[src/sv/bf_ram.sv]
`default_nettype none
module bf_ram #(
  parameter int WIDTH = 8,
  parameter int DEPTH = 16,
  localparam int AW = $clog2(DEPTH)
) (
  input  wire logic             clk,
  input  wire logic             we,
  input  wire logic [AW-1:0]    waddr,
  input  wire logic [WIDTH-1:0] wdata,
  input  wire logic [AW-1:0]    raddr,
  output logic      [WIDTH-1:0] rdata
);

  logic [WIDTH-1:0] mem [DEPTH];

  always_ff @(posedge clk) begin
    if (we) begin
      mem[waddr] <= wdata;
    end
    rdata <= mem[raddr];
  end

endmodule
`default_nettype wire

[config.mk]
export PLATFORM = sky130hd
export DESIGN_NAME = bf_ram
export DESIGN_NICKNAME = d
export VERILOG_FILES = /design/src/sv/bf_ram.sv
export SDC_FILE = /design/constraint.sdc
export NUM_CORES = 1
export LEC_CHECK = 0
export BUFFER_PORTS_ARGS = -buffer_cell sky130_fd_sc_hd__buf_2
export CORE_ASPECT_RATIO = 0.8
export CORE_MARGIN = 10
export CORE_UTILIZATION = 50
export CTS_CLUSTER_DIAMETER = 60
export DETAILED_ROUTE_END_ITERATION = 8
export PLACE_DENSITY = 0.7
export RECOVER_POWER = 100
export SYNTH_ARGS = -nofsm -noshare
export SYNTH_HDL_FRONTEND = slang
export SYNTH_SLANG_ARGS = --single-unit
[constraint.sdc]
create_clock -name clk -period 2 [get_ports clk]
set_input_delay 0.4 -clock clk [delete_from_list [all_inputs] [get_ports clk]]
set_output_delay 0.4 -clock clk [all_outputs]
set_load 0.02 [all_outputs]
After elaboration in Yosys (flattened, before gate mapping)
Memory sizes are Yosys's and may differ from the RTL's. A register that Yosys moved wholly into a read port is not among the register bits.
Index checks and enable logic that the tools add are counted.
{"block": "word_totals", "regBits": 0, "ramBits": 128, "input_bits": 18, "output_inout_bits": 8, "elab_cells": 3, "mem_count": 1}
{"name": "mem", "depth": 16, "word_bits": 8, "read_ports": 1, "rd_clocked_by_memory_dff": 1, "write_ports": 1, "line_no": "15", "text": "logic [WIDTH-1:0] mem [DEPTH];"}
{"block": "op_classes", "n_mux": 2}
{"operator": "$mux 1", "count": 2}

Longest topological paths before layout
{"block": "logic_depth", "ltp_word": 2, "mapped_depth": 5, "mapped_depth_nobuf": 3}

Least setup slack after synthesis
OpenSTA, ideal clock, no wires.
{"block": "synth_timing", "path_kind": "in2reg", "from": "input port waddr[2]", "to": "memory mem[0][0] (enable)", "setup_time_ns": 0.383, "arrival_ns": 1.510, "required_time_ns": 1.617, "path_slack_ns": 0.107, "cell_stages": 2, "path_buffers": 0, "cell_sequence": "or3b_2 -> nor3_1"}
{"element": "start: declaration", "line_no": "9", "text": "input wire logic [AW-1:0] waddr,"}
{"element": "end: declaration", "line_no": "15"}
No word-level cell before the write port.

Worst setup path in the final report
{"block": "layout_timing", "from": "input port we", "to": "memory mem[2][1] (enable)"}
{"block": "layout_via", "elab_chain_len": 2}
{"element": "start: declaration", "line_no": "8", "text": "input wire logic we,"}
{"element": "$mux 1", "line_no": "18", "text": "if (we) begin"}
{"element": "$mux 1 (not written as such)", "line_no": "19", "text": "mem[waddr] <= wdata;"}
Every way passes these cells.

==> results.cfg <==
[floorplan]
die_w_microns = 133.4
rows = 33
dieArea_sq_mm = 0.01478
start_util_pct = 50.68
io_pins = 26
die_y_microns = 110.8
core-area_sq_mm = 0.01016

[power_and_ir_drop]
power_mw = 6.294
irDropWorstVdd_uv = 724.8
power_frac_clock_pct = 44.1
p_per_area_mw_per_mm2 = 1048
p_sw_mw = 1.230
power_frac_seq_pct = 51.0
p_leak_nw = 1.957
comb_power_share_pct = 4.9
p_int_mw = 5.065
swShare_pct = 19.53

[sta]
rsz0062_at_grt = false
fin_crit_ps = 1638
finalMaxSlewViolations = 0
hold_viol_final = 0
fmaxAchievable_mhz = 610.5
setup_tns_ps = 0
post-route-period-util_pct = 81.91
setup_viol = 0
slew_headroom_pct = 53.09
finalHoldWorstSlack_ps = 503.4
timing.final.ws_setup_ps = 361.9
worst_pin_slew_ps = 703.7
skew_ps = 8.897

[cells_and_area]
multi_input_area_sq_mm = 0.001057
final_common_cell = edfxtp_1
fin_nets = 302
fin_cells = 436
design_area_sq_mm = 0.006005
layout_common_cells = 128 x edfxtp_1, 42 x clkbuf_1, 18 x mux4_2, 17 x clkbuf_16, 16 x a22oi_1
utilization_pct = 59.12
seq_area_sq_mm = 0.004004
drive_above_1_share_pct = 17.57
fillers = 757
antenna_cells = 0
area_growth_pct = 16.65

[setup_path]
crit_family = buffers and inverters
startpoint_type = primary input
path_class = in2reg
worstPathArrival_ps = 1680
slowest_stage = clkbuf_1
worstRegToRegCells = 3
cp.required_ps = 2040
cpPeakStageDelay_ps = 520
r2r-start = mem[11][6]
cp_max_fo = 8
cp-end-kind = flop
path_buf_inv = 2
crit_chain = clkbuf_1 -> or3b_2 -> nor2_1 -> clkbuf_1
path_common_cell = clkbuf_1
rrSetupSlack_ps = 640
r2r_end = rdata[6]

[cts]
cts_resized = 0
path_clk_slew_ps = 50
clkSinkCount = 136
clock-root-buffer = clkbuf_16
post-cts-setup-buffers = 0
cts_htree_levels = 4
insertion_delay_ps = 410
cts_max_path_buffers = 2
hold_buffers = 0
cts_tree = built
numCtsBuffers = 17

[min_path]
hold_class = in2reg
hold_depth = 1
whs_endpoint = mem[0][7]
hp-start = wdata[7]

[global_route]
grt.total_usage_pct = 14.19
top_usage_layer = met2
grt_pass1_wl_microns = 15330
grt_pass1_vias = 2544
grt_use_met2_pct = 19.95
gr-total-overflow = 0
antenna_found_initial = 0
met3_usage_pct = 5.842
gr-usage-met1_pct = 19.31
grt_start_max_net_pins = 33

[detailed_routing]
drc = 0
vias_per_cell = 5.546
via_count = 2418
final_antenna_net_count = 0
routedWlPerCell_microns = 22.89
drt-total-wl_microns = 9979
firstDrtPassIters = 4
drtIter0Drc = 192

[synth]
synthFlopType = edfxtp_1
synth_enable_flop_cells = 128
synth-seq-cells = 136
synth_area_sq_mm = 0.005147
synth_warnings = 0
synthCells = 229
syn_nets = 247
ys_async_sr_fraction_pct = 0
syn_avg_cell_area_sq_um = 22.48
ys_seq_area_share_pct = 77.78
synthDistinctLibCells = 19

[placed_design]
placed_area_sq_mm = 0.005557
dpl.cell_count = 405
gp_congestion = 0.7445
place_ws_ps = 212.0
place_hpwl_microns = 6175
port_buffers = 25

[outcome]
outcome = complete, no violations

[job]
maxCapViolCount = 0
==> cell families (layout without fill, tap and decap cells) <==
logic type             after synthesis  in the layout  synth area share, %
AOI/OAI and AO/OA                   16             16                2.334
muxes                               32             32                15.02
DFF                                136            136                77.78
buffers and inverters               10             77                1.677
and+or+nand+nor                     35             35                3.184
==> cell type report <==
class | count | area share [%]
Multi-Input combinational cell | 83 | 17.61
Clock buffer | 26 | 7.981
Sequential cell | 136 | 66.68
Clock inverter | 5 | 0.7918
Timing Repair Buffer | 46 | 4.022
Tap cell | 140 | 2.917
==> power groups by stage <==
stage	sequential [mW]	combinational (mW)	clock, mW
2_1_floorplan	3.28	0.162	0
3_3_place_gp	3.27	0.315	0
3_5_place_dp	3.27	0.325	0
4_1_cts	3.21	0.326	2.84
5_1_grt	3.22	0.333	2.97
6_report	3.21	0.307	2.78
==> state kept, by name, summed over array words and instances, names as in the netlist <==
register and flops:
rdata 8, mem 128
==> synth_stat cells, types with 2 or more instances <==
library cell     number  area share, %
edfxtp_1            128             75
nand3b_1              2           0.29
mux4_1               14            7.1
mux4_2               18            7.9
nand2b_1              2           0.24
nor3_1                4           0.39
a22oi_1              16            2.3
dfxtp_1               8            3.1
nor2_1               13           0.95
buf_6                 3           0.66
clkdlybuf4s25_2       3           0.58
buf_2                 3           0.29
nand2_1               9           0.66
==> how the worst max path moves through the flow <==
stage / startpoint / endpoint / slack (ps) / cells past startpoint
CTS: rdata[0] / rdata[0] / 590 / 1
finish: we / mem[2][1] / 360 / 4
floorplan: waddr[2] / mem[0][0] / 110 / 2
global route: we / mem[2][1] / 300 / 4
global placement: raddr[0] / rdata[0] / 210 / 5
detailed placement: raddr[0] / rdata[0] / 210 / 5
==> per-layer routing <==
layer  part of all wire [%]  wire, microns  up-vias
li1                       -              -     1084
met1                     45           4470     1232
met2                     46           4545       95
met3                    8.7            869        7
met4                   0.94             94        0
met5                      0              0        -
Power figures use the tool's default switching activity.
